<file path="config.mk">
export PLATFORM = sky130hd
export DESIGN_NAME = gpm_ctrl
export DESIGN_NICKNAME = d
export VERILOG_FILES = /design/src/design/assert_macros.svh /design/src/design/gpm_pkg.sv /design/src/design/gpm_ctrl.sv
export SDC_FILE = /design/constraint.sdc
export NUM_CORES = 1
export LEC_CHECK = 0
export BUFFER_PORTS_ARGS = -buffer_cell sky130_fd_sc_hd__buf_4
export CAP_MARGIN = 0
export CORE_MARGIN = 2
export CORE_UTILIZATION = 53
export DETAILED_ROUTE_END_ITERATION = 8
export PLACE_DENSITY_LB_ADDON = 0.3
export SLEW_MARGIN = 20
export SYNTH_ARGS = -nofsm -noshare
export SYNTH_HDL_FRONTEND = slang
export SYNTH_SLANG_ARGS = --single-unit
</file>
<file path="constraint.sdc">
create_clock -name clk -period 4.3 [get_ports clk]
set_clock_uncertainty 0.15 [all_clocks]
set_input_delay 0.645 -clock clk [delete_from_list [all_inputs] [get_ports clk]]
set_output_delay 0.645 -clock clk [all_outputs]
set_load 0.005 [all_outputs]
</file>
<file path="src/design/assert_macros.svh">
// Assertion helpers included by gap_pad_map_engine.sv.
`ifndef ASSERT_MACROS_SVH
`define ASSERT_MACROS_SVH

// Check a property on every rising clk edge outside reset.
`define ASSERT_ALWAYS(lbl, prop, msg) \
	lbl: assert property (@(posedge clk) disable iff (!arst_n) (prop)) else $error(msg);

// Check that a condition implies another one on the next rising clk edge.
`define ASSERT_NEXT(lbl, pre, post, msg) \
	lbl: assert property (@(posedge clk) disable iff (!arst_n) (pre) |=> (post)) else $error(msg);

`endif

</file>
<file path="src/design/gpm_pkg.sv">
package gpm_pkg;

	// default number of table entries
	localparam int TABLE_DEPTH_DEF = 1024;

	// pad marker in the gapped sequence
	localparam logic [7:0] PAD_CHAR = 8'h2A;

	// item selector
	typedef enum logic [1:0] {
		FUNC_PUSH  = 2'd0,
		FUNC_COORD = 2'd1,
		FUNC_COUNT = 2'd2,
		FUNC_CLEAR = 2'd3
	} func_t;

	// sequencer states
	typedef enum logic [2:0] {
		ST_IDLE,
		ST_PROBE,
		ST_SPLIT,
		ST_APPLY,
		ST_SH_RD,
		ST_SH_WR,
		ST_DONE
	} state_t;

	// one table entry as stored in memory
	typedef struct packed {
		logic [31:0] num_pads;
		logic [31:0] padded_pos;
		logic [31:0] pos;
	} entry_t;

	// one result word
	typedef struct packed {
		logic        table_full;
		logic [31:0] answer;
		logic        char_kept;
		logic [7:0]  char_out;
	} res_t;

endpackage

</file>
<file path="src/design/gpm_ctrl.sv">
module gpm_ctrl #(
	parameter int TABLE_DEPTH = gpm_pkg::TABLE_DEPTH_DEF,
	localparam int AW = $clog2(TABLE_DEPTH),
	localparam int CW = $clog2(TABLE_DEPTH + 1)
) (
	input  logic              clk,
	input  logic              arst_n,
	input  logic              in_valid,
	output logic              in_ready,
	input  gpm_pkg::func_t    in_func,
	input  logic [7:0]        in_char,
	input  logic [31:0]       in_coord,
	input  logic              cfg_we,
	input  logic [31:0]       cfg_wdata,
	output logic              res_valid,
	input  logic              res_ready,
	output gpm_pkg::res_t     res,
	output logic              mem_we,
	output logic [AW-1:0]     mem_waddr,
	output gpm_pkg::entry_t   mem_wdata,
	output logic [AW-1:0]     mem_raddr,
	input  gpm_pkg::entry_t   mem_rdata
);
	import gpm_pkg::*;

	state_t      state_q, state_d;
	logic [CW-1:0] used_q;
	logic [31:0] counter_q;
	logic [31:0] total_q;
	logic [31:0] offset_q;

	// per-item working registers
	func_t       func_q;
	logic [31:0] key_q;
	logic [CW-1:0] lo_q;
	logic [CW-1:0] hi_q;
	logic [CW-1:0] idx_q;
	res_t        res_q;

	logic          accept;
	logic [CW-1:0] mid;
	logic [CW-1:0] lo_m1;
	logic [CW-1:0] idx_m1;
	logic          have;
	logic          hit;
	logic          key_lt;
	logic          full;
	logic          is_pad;

	assign accept = in_valid && in_ready;
	assign is_pad = (in_char == PAD_CHAR);
	assign mid    = lo_q + ((hi_q - lo_q) >> 1);
	assign lo_m1  = lo_q - CW'(1);
	assign idx_m1 = idx_q - CW'(1);
	assign have   = (lo_q != '0);
	assign hit    = have && (mem_rdata.pos == key_q);
	assign key_lt = $signed(key_q) < $signed(mem_rdata.pos);
	assign full   = (used_q >= CW'(TABLE_DEPTH));

	// next state
	always_comb begin
		state_d = state_q;
		unique case (state_q)
			ST_IDLE: begin
				if (accept) begin
					if (in_func == FUNC_CLEAR || (in_func == FUNC_PUSH && !is_pad)) begin
						state_d = ST_DONE;
					end else begin
						state_d = ST_PROBE;
					end
				end
			end
			ST_PROBE: begin
				state_d = (lo_q < hi_q) ? ST_SPLIT : ST_APPLY;
			end
			ST_SPLIT: begin
				state_d = ST_PROBE;
			end
			ST_APPLY: begin
				if (func_q == FUNC_PUSH && !hit && !full) begin
					state_d = ST_SH_RD;
				end else begin
					state_d = ST_DONE;
				end
			end
			ST_SH_RD: begin
				state_d = (idx_q > lo_q) ? ST_SH_WR : ST_DONE;
			end
			ST_SH_WR: begin
				state_d = ST_SH_RD;
			end
			ST_DONE: begin
				if (res_ready) begin
					state_d = ST_IDLE;
				end
			end
			default: begin
				state_d = ST_IDLE;
			end
		endcase
	end

	// memory ports and handshake
	always_comb begin
		in_ready  = 1'b0;
		res_valid = 1'b0;
		mem_we    = 1'b0;
		mem_waddr = lo_m1[AW-1:0];
		mem_wdata = mem_rdata;
		mem_raddr = mid[AW-1:0];
		unique case (state_q)
			ST_IDLE: begin
				in_ready = 1'b1;
			end
			ST_PROBE: begin
				// finished search: fetch the predecessor entry
				if (!(lo_q < hi_q)) begin
					mem_raddr = lo_m1[AW-1:0];
				end
			end
			ST_APPLY: begin
				// extend an existing entry in place
				if (func_q == FUNC_PUSH && hit) begin
					mem_we               = 1'b1;
					mem_waddr            = lo_m1[AW-1:0];
					mem_wdata.pos        = mem_rdata.pos;
					mem_wdata.padded_pos = mem_rdata.padded_pos + 32'd1;
					mem_wdata.num_pads   = mem_rdata.num_pads + 32'd1;
				end
			end
			ST_SH_RD: begin
				mem_raddr = idx_m1[AW-1:0];
				// shift done: drop the new entry into its slot
				if (!(idx_q > lo_q)) begin
					mem_we               = 1'b1;
					mem_waddr            = lo_q[AW-1:0];
					mem_wdata.pos        = key_q;
					mem_wdata.padded_pos = key_q + total_q;
					mem_wdata.num_pads   = 32'd1;
				end
			end
			ST_SH_WR: begin
				mem_we    = 1'b1;
				mem_waddr = idx_q[AW-1:0];
				mem_wdata = mem_rdata;
			end
			ST_DONE: begin
				res_valid = 1'b1;
			end
			default: begin
			end
		endcase
	end

	assign res = res_q;

	// control state
	always_ff @(posedge clk or negedge arst_n) begin
		if (!arst_n) begin
			state_q   <= ST_IDLE;
			used_q    <= '0;
			counter_q <= '0;
			total_q   <= '0;
			offset_q  <= '0;
		end else begin
			state_q <= state_d;
			if (cfg_we) begin
				offset_q <= cfg_wdata;
			end
			if (state_q == ST_IDLE && accept) begin
				if (in_func == FUNC_CLEAR) begin
					used_q    <= '0;
					counter_q <= '0;
					total_q   <= '0;
				end else if (in_func == FUNC_PUSH && !is_pad) begin
					counter_q <= counter_q + 32'd1;
				end
			end
			// count the pad unless it is dropped
			if (state_q == ST_APPLY && func_q == FUNC_PUSH && (hit || !full)) begin
				total_q <= total_q + 32'd1;
			end
			if (state_q == ST_SH_RD && !(idx_q > lo_q)) begin
				used_q <= used_q + CW'(1);
			end
		end
	end

	// per-item datapath
	always_ff @(posedge clk) begin
		unique case (state_q)
			ST_IDLE: begin
				func_q           <= in_func;
				key_q            <= (in_func == FUNC_PUSH) ? counter_q + offset_q : in_coord;
				lo_q             <= '0;
				hi_q             <= used_q;
				res_q.table_full <= 1'b0;
				res_q.answer     <= '0;
				res_q.char_kept  <= (in_func == FUNC_PUSH && !is_pad);
				res_q.char_out   <= (in_func == FUNC_PUSH && !is_pad) ? in_char : 8'h00;
			end
			ST_SPLIT: begin
				if (key_lt) begin
					hi_q <= mid;
				end else begin
					lo_q <= mid + CW'(1);
				end
			end
			ST_APPLY: begin
				idx_q <= used_q;
				unique case (func_q)
					FUNC_COORD: begin
						res_q.answer <= have
							? mem_rdata.padded_pos + key_q - mem_rdata.pos : key_q;
					end
					FUNC_COUNT: begin
						res_q.answer <= hit ? mem_rdata.num_pads : 32'd0;
					end
					FUNC_PUSH: begin
						res_q.table_full <= !hit && full;
					end
					default: begin
					end
				endcase
			end
			ST_SH_WR: begin
				idx_q <= idx_m1;
			end
			default: begin
			end
		endcase
	end

endmodule

</file>
=== Yosys cells after proc, flatten, opt, wreduce, memory -nomap -nowiden ===
Index checks and enable logic that the tools add are counted.

* Flip-flop bits (word level): 219
* Input port bits: 175
* Output and inout port bits: 161
* Logic and storage cells: 124

* Add/sub/neg operators: 14
* Magnitude comparators: 4
* Eq/ne operators: 17
* Multiplexer cells: 38
* Reduce and logical (&&, ||, !) cells: 37

{| class="wikitable"
|+ Operator list
! operator !! number
|-
| $mux 32 || 8
|-
| $mux 96 || 2
|-
| $pmux 96 s2 || 1
|-
| $add 32x1->32 const B || 4
|-
| $add 32x32->32 || 3
|-
| $pmux 11 s2 || 3
|-
| $pmux 33 s2 || 1
|-
| $pmux 32 s2 || 1
|-
| $mux 11 || 5
|-
| $pmux 10 s2 || 2
|-
| $eq 32x32->1 || 1
|-
| $lt 32x32->1 || 1
|-
| $sub 32x32->32 || 1
|-
| $add 11x1->11 const B || 2
|-
| $pmux 3 s7 || 1
|-
| $mux 10 || 2
|-
| $reduce_and 2->1 || 8
|-
| $reduce_bool 2->1 || 8
|-
| $add 11x10->11 || 1
|-
| $ge 11x11->1 const B || 1
|-
| $gt 11x11->1 || 1
|-
| $logic_and 1x1->1 || 11
|-
| $lt 11x11->1 || 1
|-
| $reduce_bool 11->1 || 1
|-
| other kinds (19) || 40
|}

=== Logic depth before layout (Yosys ltp) ===
Gate-level depths: netlist of run 1.

* Depth in word-level cells: 7
* Depth in mapped cells: 20
* Mapped depth without buffers: 20

=== Worst setup path before layout of run 1 ===
No wires, ideal clock.

* Path type: register to output
* From: register lo_q[1]
* To: output mem_raddr[9]
* Data arrival time: 3.448 ns
* Data required time: 3.505 ns
* Setup slack: 0.057 ns
* Stages on the path, launching flop included: 17
* Path buffers: 0
* Cell sequence: edfxtp_1 -> inv_1 -> ha_1 -> nor2b_1 -> o21ai_0 -> a21boi_0 -> o21ai_0 -> a21oi_1 -> a21o_1 -> a21oi_1 -> xnor2_1 -> ha_1 -> and3_1 -> a2111oi_0 -> o311ai_0 -> mux2i_1 -> o221ai_1

* Word-level cells in the longest chain between the ends: 4
* Elaborated cells between the ends (all ways): 6
* Classes of those cells: add/sub (3); order compare (1); mux (2)

{| class="wikitable"
|+ Ends and longest elaborated chain
! what !! RTL line !! RTL
|-
| start, declared || gpm_ctrl.sv:35 || <nowiki>logic [CW-1:0] lo_q;</nowiki>
|-
| start signal, assigned || gpm_ctrl.sv:206 || <nowiki>lo_q <= mid + CW'(1);</nowiki>
|-
| $sub 11x11->11 || gpm_ctrl.sv:52 || <nowiki>assign mid = lo_q + ((hi_q - lo_q) >> 1);</nowiki>
|-
| $add 11x10->11 || gpm_ctrl.sv:52 ||
|-
| $mux 10 || gpm_ctrl.sv:117 || <nowiki>if (!(lo_q < hi_q)) begin</nowiki>
|-
| $pmux 10 s2 * || gpm_ctrl.sv:111 || <nowiki>unique case (state_q)</nowiki>
|-
| end, declared || gpm_ctrl.sv:21 || <nowiki>output logic [AW-1:0] mem_raddr,</nowiki>
|}

Every way passes the cells marked *; elsewhere a longest branch is shown, timed or not.

=== Final worst setup path of run 1 ===
* From: register hi_q[0]
* To: output mem_raddr[8]

* Word-level cells in the longest chain between the ends: 4
* Elaborated cells between the ends (all ways): 5
* Classes of those cells: add/sub (2); order compare (1); mux (2)

{| class="wikitable"
|+ Ends and longest elaborated chain
! what !! RTL line !! RTL
|-
| start, declared || gpm_ctrl.sv:36 || <nowiki>logic [CW-1:0] hi_q;</nowiki>
|-
| start signal, assigned || gpm_ctrl.sv:196 || <nowiki>hi_q <= used_q;</nowiki>
|-
| start signal, assigned || gpm_ctrl.sv:204 || <nowiki>hi_q <= mid;</nowiki>
|-
| $sub 11x11->11 || gpm_ctrl.sv:52 ||
|-
| $add 11x10->11 || gpm_ctrl.sv:52 ||
|-
| $mux 10 || gpm_ctrl.sv:117 ||
|-
| $pmux 10 s2 * || gpm_ctrl.sv:111 ||
|}

Marked as above.

==> results.yml, run 1 <==
routing:
  ant_nets: 0
  drcViolationCount: 0
  routedWlPerCell_um: 23.5
  viasPerCell: 6.26
  drt-initial-drc-count: 2038
  drt-total-wl_um: 84000
  drt_first_pass_iters: 7
  via_count: 22329
setup_path:
  reg2reg_to: "res[37]"
  path_cells: "inv_1 -> ha_2 -> inv_2 -> fa_2 -> buf_4 -> xor2_1 -> inv_1 -> fa_1 -> nor2b_2 -> o21ai_4 -> a21boi_4 -> o21ai_4 -> a21oi_2 -> nor2_2 -> xnor2_2 -> a21oi_2 -> o21ai_2 -> buf_4 -> buf_4"
  cp.required_ps: 3500
  crit_top_cell: "buf_4"
  path_delay_family: "adder cells"
  crit_fanout: 3
  r2r_start: "key_q[3]"
  arrival_ps: 4040
  slowest_delay_ps: 450
  worstSetupEndpointType: "output port"
  reg2reg_depth: 17
  slowest_stage: "fa_1"
  cp-endpoint: "mem_raddr[8]"
  crit_type: "flop to output port"
  reg2reg_slack_ps: -90
  worst-path-buf-inv: 6
  crit_cells: 19
  critPathLaunchType: "flop"
  crit_start: "hi_q[0]"
synthesis:
  synth.area.top_cells: "edfxtp_1 (16%), dfrtp_1 (14%), ha_1 (10%)"
  synth_warnings: 0
  synth_seq_cells: 219
  yosysSeqAreaShare_pct: 29.7
  synth_cells: 2461
  synth_top_area_share_pct: 16.1
  synth_nets: 2837
  synth_top_area_cell: "edfxtp_1"
  async_flop_share_pct: 50.2
  synth.distinct_cells: 87
  syn_area_mm2: 0.0203
  syn_avg_cell_area_um2: 8.24
  synth_edf_count: 109
  yosys_most_used_dff: "dfrtp_1"
outcome:
  violations: "setup timing"
  outcome: "finished, violations left"
cts:
  cts.sinks: 219
  cts_buffers: 26
  cts_tree: "done"
  root_buffer: "clkbuf_16"
  htreeDepth: 1
  clockBufferDepth: 3
  clk_pin_slew_ps: 60
  clk_latency_ps: 580
place:
  gp_congestion: 0.963
  hpwl_um: 61400
  port_buffers: 335
layout:
  layout.cells.most_common: "buf_4"
  nNetsFinal: 3410
  num-fill-cells: 2871
  drive_above_1_share_pct: 30.9
  synthToLayoutAreaGrowth_pct: 38.7
  layout.cells.most_common_list: "buf_4 (567), nand2_1 (298), o21ai_0 (206)"
grt:
  first_global_vias: 20820
  grt_max_degree: 103
  gr-total-overflow: 0
  grtUsageTotal_pct: 39.2
  grt_antenna_before_repair: 4
  grt_pass1_wl_um: 119000
floorplan:
  die_x_um: 200
  fp-row-count: 71
  initial_core_util_pct: 53.9
  die_y_um: 200
  core-area_mm2: 0.0377
  io_pins: 336
  dieArea_mm2: 0.0399
flow_run:
  drv_cap: 0
timing:
  slew_viol_final: 0
  setup_tns_ps: -6250
  finalCritPeriodShare_pct: 113
  setup_viol: 38
  period_minus_slack_ps: 4840
  rsz0062_at_grt: "true"
  tightest_slew_ps: 1000
  fin_ws_ps: -539
  maxSlewHeadroom_pct: 32.7
  fmax_mhz: 207
  hold-worst-slack_ps: 125
  hold_viol_final: 0
power:
  total_leakage_power_uw: 0.0132
  peakVddDrop_mv: 0.875
  p_per_area_mw_per_mm2: 835
hold_path:
  hp-class: "input port to flop"
layer usage:
metal  global-route usage (%)  up-vias  share of wire, %
li1                         -    10011                 -
met1                     51.3    10657                38
met2                     62.1     1364                45
met3                     9.25      297                11
met4                     16.4        0               5.8
met5                        0        -                 0
layout make-up:
class / instances / area [um2] / area share, %
Clock buffer: 37 / 848 / 3.02
Tap cell: 511 / 639 / 2.27
Sequential cell: 219 / 6030 / 21.4
Inverter: 207 / 785 / 2.79
Multi-Input combinational cell: 1953 / 14600 / 51.9
Clock inverter: 11 / 139 / 0.494
Antenna cell: 3 / 7.51 / 0.0267
Timing Repair Buffer: 627 / 5090 / 18.1
what timing repair did:
item / in CTS / in global routing
resized for setup: 142 / 221
buffers inserted: 65 / 51
endpoints found under the setup margin: 68 / 92
pin swaps: 42 / 133
cloned: 1 / 6
hold buffers: 1 / 0
hold endpoints to repair: 8 / 0
logic make-up after synthesis:
logic type / Yosys count / share of synthesized area (%)
flip-flops: 219 / 29.7
AO/OA/AOI/OAI: 695 / 21.3
XOR/XNOR: 148 / 6.39
adder cells (fa/ha/maj): 201 / 13.7
AND/OR/NAND/NOR: 844 / 20.0
multiplexers: 65 / 3.46
buffers and inverters: 289 / 5.42
synthesized netlist by cell type, types with 7 or more instances:
| library cell | instances |
|---|---|
| nand2_1 | 308 |
| a22oi_1 | 18 |
| a21o_1 | 70 |
| or3_1 | 25 |
| nand2b_1 | 16 |
| ha_1 | 166 |
| buf_1 | 10 |
| and4_1 | 8 |
| and2_1 | 22 |
| a221oi_1 | 7 |
| a211oi_1 | 17 |
| o211ai_1 | 26 |
| nor2_1 | 161 |
| nor2b_1 | 20 |
| xor2_1 | 59 |
| inv_1 | 207 |
| nand3_1 | 104 |
| nand4_1 | 39 |
| xnor2_1 | 89 |
| a21oi_1 | 140 |
| nor4_1 | 8 |
| edfxtp_1 | 109 |
| dfrtp_1 | 110 |
| o21bai_1 | 9 |
| fa_1 | 35 |
| a32oi_1 | 8 |
| clkbuf_1 | 68 |
| o221ai_1 | 8 |
| a31o_2 | 8 |
| nor3_1 | 43 |
| o21ai_0 | 257 |
| o311ai_0 | 8 |
| mux2i_1 | 24 |
| and3_1 | 50 |
| mux2_2 | 40 |
| a31oi_1 | 27 |
| o31ai_1 | 18 |
| o21a_1 | 20 |
power by group:
part	total, uW	internal, uW	switching [uW]
Clock	2470	1500	969
Sequential	3460	2970	490
Combinational	17600	8170	9400
Total	23500	12600	10900
state kept, by name, summed over array words and instances (netlist names), 32 cells and up:
| register | count |
|---|---|
| counter_q | 32 |
| key_q | 32 |
| total_q | 32 |
| offset_q | 32 |
| res | 42 |
stage by stage:
| step | utilization [%] | setup slack [ps] | instance area, um2 | total power, uW | instances |
|---|---|---|---|---|---|
| 2_1_floorplan | - | 57.0 | 20300 | 10900 | 2461 |
| 3_3_place_gp | 65.3 | -288 | 24600 | 17200 | 3409 |
| 3_5_place_dp | 65.3 | -396 | 24600 | 17400 | 3409 |
| 4_1_cts | 71.1 | -566 | 26800 | 21500 | 3522 |
| 5_1_grt | 74.7 | -745 | 28100 | 24700 | 3567 |
| 6_report | 74.7 | -539 | 28100 | 23500 | 3568 |
how the worst min path moves through the flow:
stage                 startpoint            to  cells past startpoint
floorplan                 arst_n  counter_q[0]                      0
global placement          arst_n  offset_q[29]                      1
detailed placement        arst_n  offset_q[27]                      1
CTS                 cfg_wdata[1]   offset_q[1]                      3
global route          in_func[0]     func_q[0]                      1
finish                in_func[0]     func_q[0]                      1
(Power assumes the default switching activity.)
==> run 2, diff against run 1 <==
- CORE_UTILIZATION: 53 -> 59
- clock period: 4.3 -> 5.3 ns (I/O delays scaled with it)
==> results.yml, run 2 (same netlist as run 1, synthesis figures left out) <==
outcome:
  outcome: "finished clean"
timing:
  fmax_mhz: 194
  maxSlewHeadroom_pct: 26.5
  setup_viol: 0
  finalCritPeriodShare_pct: 97.4
  period_minus_slack_ps: 5160
  slew_viol_final: 0
  setup_tns_ps: 0
  tightest_slew_ps: 1100
  hold_viol_final: 0
power:
  peakVddDrop_mv: 0.884
  switchingPower_uw: 7280
  p_clk_share_pct: 10.8
  internal_power_uw: 7760
  sw_frac_of_total_pct: 48.4
  combPwrFrac_pct: 69.7
  p_seq_share_pct: 19.5
  total_leakage_power_uw: 0.0114
  p_per_area_mw_per_mm2: 620
floorplan:
  initial_core_util_pct: 60.2
  die_y_um: 189
  core-area_mm2: 0.0337
  fp-row-count: 67
  die_x_um: 189
  dieArea_mm2: 0.0359
  io_pins: 336
grt:
  grt_max_degree: 96
  grtUsageTotal_pct: 38.6
  grt_antenna_before_repair: 1
  first_global_vias: 19496
  gr-total-overflow: 0
  grt_pass1_wl_um: 108000
setup_path:
  reg2reg_to: "res[31]"
  critPathLaunchType: "flop"
  worst-path-buf-inv: 4
  crit_top_cell: "buf_4"
  reg2reg_depth: 13
  r2r_start: "key_q[2]"
  arrival_ps: 4210
  crit_fanout: 9
  slowest_stage: "nor2_1"
  path_delay_family: "compound AO/OA/AOI/OAI gates"
  worstSetupEndpointType: "output port"
  path_cells: "inv_2 -> buf_4 -> ha_1 -> nor2b_1 -> o21ai_0 -> a21oi_1 -> o31ai_1 -> a21oi_1 -> buf_4 -> nor2_1 -> nor2b_1 -> o22a_1 -> o21ai_0 -> buf_4"
  crit_type: "flop to output port"
  reg2reg_slack_ps: 710
  slowest_delay_ps: 670
  cp.required_ps: 4360
layout:
  synthToLayoutAreaGrowth_pct: 19.6
  num-fill-cells: 2670
  largest_reg_flops: 42
  layout.cells.most_common_list: "buf_4 (381), nand2_1 (308), o21ai_0 (252)"
  drive_above_1_share_pct: 18.2
  layout.cells.most_common: "buf_4"
  final_cell_count_no_fill: 3256
  nNetsFinal: 3164
routing:
  ant_nets: 0
  routedWlPerCell_um: 21.8
  drt-total-wl_um: 70900
  viasPerCell: 6.33
  drcViolationCount: 0
  via_count: 20599
  drt-initial-drc-count: 2198
  drt_first_pass_iters: 5
flow_run:
  drv_cap: 0
place:
  dp_cells: 3201
  hpwl_um: 56700
  port_buffers: 335
  gp_congestion: 1.06
cts:
  clk_latency_ps: 570
  cts_tree: "done"
  clockBufferDepth: 3
  clk_pin_slew_ps: 60
  htreeDepth: 1
  cts_buffers: 25
  cts.sinks: 219
  root_buffer: "clkbuf_16"
  cts_hold_buf: 0
hold_path:
  hp-class: "input port to async pin"
run 2: repair_timing:
item                       in CTS  in global routing
setup endpoints to repair       3                 10
pin swaps                       0                  5
buffers inserted                3                  5
resized for setup               7                 15
run 2: metal layers:
metal  GRT usage, %  routed length [um]
met5              0                   0
met4           15.3                3170
met3           5.52                6680
met2           63.0               32200
met1           52.0               28800
run 2: power by group through the flow:
stage | Clock (uW) | Sequential, uW | Combinational [uW]
2_1_floorplan | 0 | 2740 | 6140
3_3_place_gp | 0 | 2930 | 9800
3_5_place_dp | 0 | 2940 | 9950
4_1_cts | 1640 | 2910 | 10100
5_1_grt | 1700 | 2960 | 11300
6_report | 1630 | 2930 | 10500
run 2: worst reg2reg max path: stages, from the launching register on:
cell       delay (ps)
edfxtp_1          570
inv_1             120
fa_1              500
inv_1              50
ha_1              330
nor2b_1           160
o31a_1            280
o31a_1            300
o41ai_4           470
o21ai_2           180
a31oi_1           350
xnor2_1           170
nor3_1             60
a2111oi_0         610
run 2: worst max path at each step:
| stage | depth (start not counted) | endpoint | start |
|---|---|---|---|
| 3_5_place_dp | 18 | mem_raddr[8] | lo_q[1] |
| 4_1_cts | 20 | mem_raddr[9] | lo_q[1] |
| 2_1_floorplan | 16 | mem_raddr[9] | lo_q[1] |
| 5_1_grt | 14 | mem_waddr[8] | lo_q[1] |
| 6_report | 14 | mem_waddr[8] | lo_q[1] |
| 3_3_place_gp | 18 | mem_raddr[8] | lo_q[1] |
run 2: final cells by class:
| class | count | area (um2) | area share (%) |
|---|---|---|---|
| diodes | 1 | 2.50 | 0.0103 |
| clock buffers | 33 | 676 | 2.79 |
| well taps | 448 | 561 | 2.31 |
| repair buffers | 382 | 2880 | 11.9 |
| flip-flops and latches | 219 | 6030 | 24.8 |
| inverters | 207 | 777 | 3.20 |
| multi-input cells | 1953 | 13300 | 54.6 |
| clock inverters | 13 | 78.8 | 0.325 |
run 2: stage by stage:
| step | utilization (%) | hold slack (ps) | setup slack, ps | power, uW | area, um2 |
|---|---|---|---|---|---|
| finish | 72.0 | 184 | 140 | 15000 | 24300 |
| global route | 72.0 | 265 | -40.1 | 16000 | 24300 |
| CTS | 71.7 | 215 | 63.3 | 14600 | 24200 |
| detailed placement | 69.4 | 354 | 369 | 12900 | 23400 |
| global placement | 69.4 | 346 | 423 | 12700 | 23400 |
| floorplan | - | 322 | 907 | 8870 | 20300 |
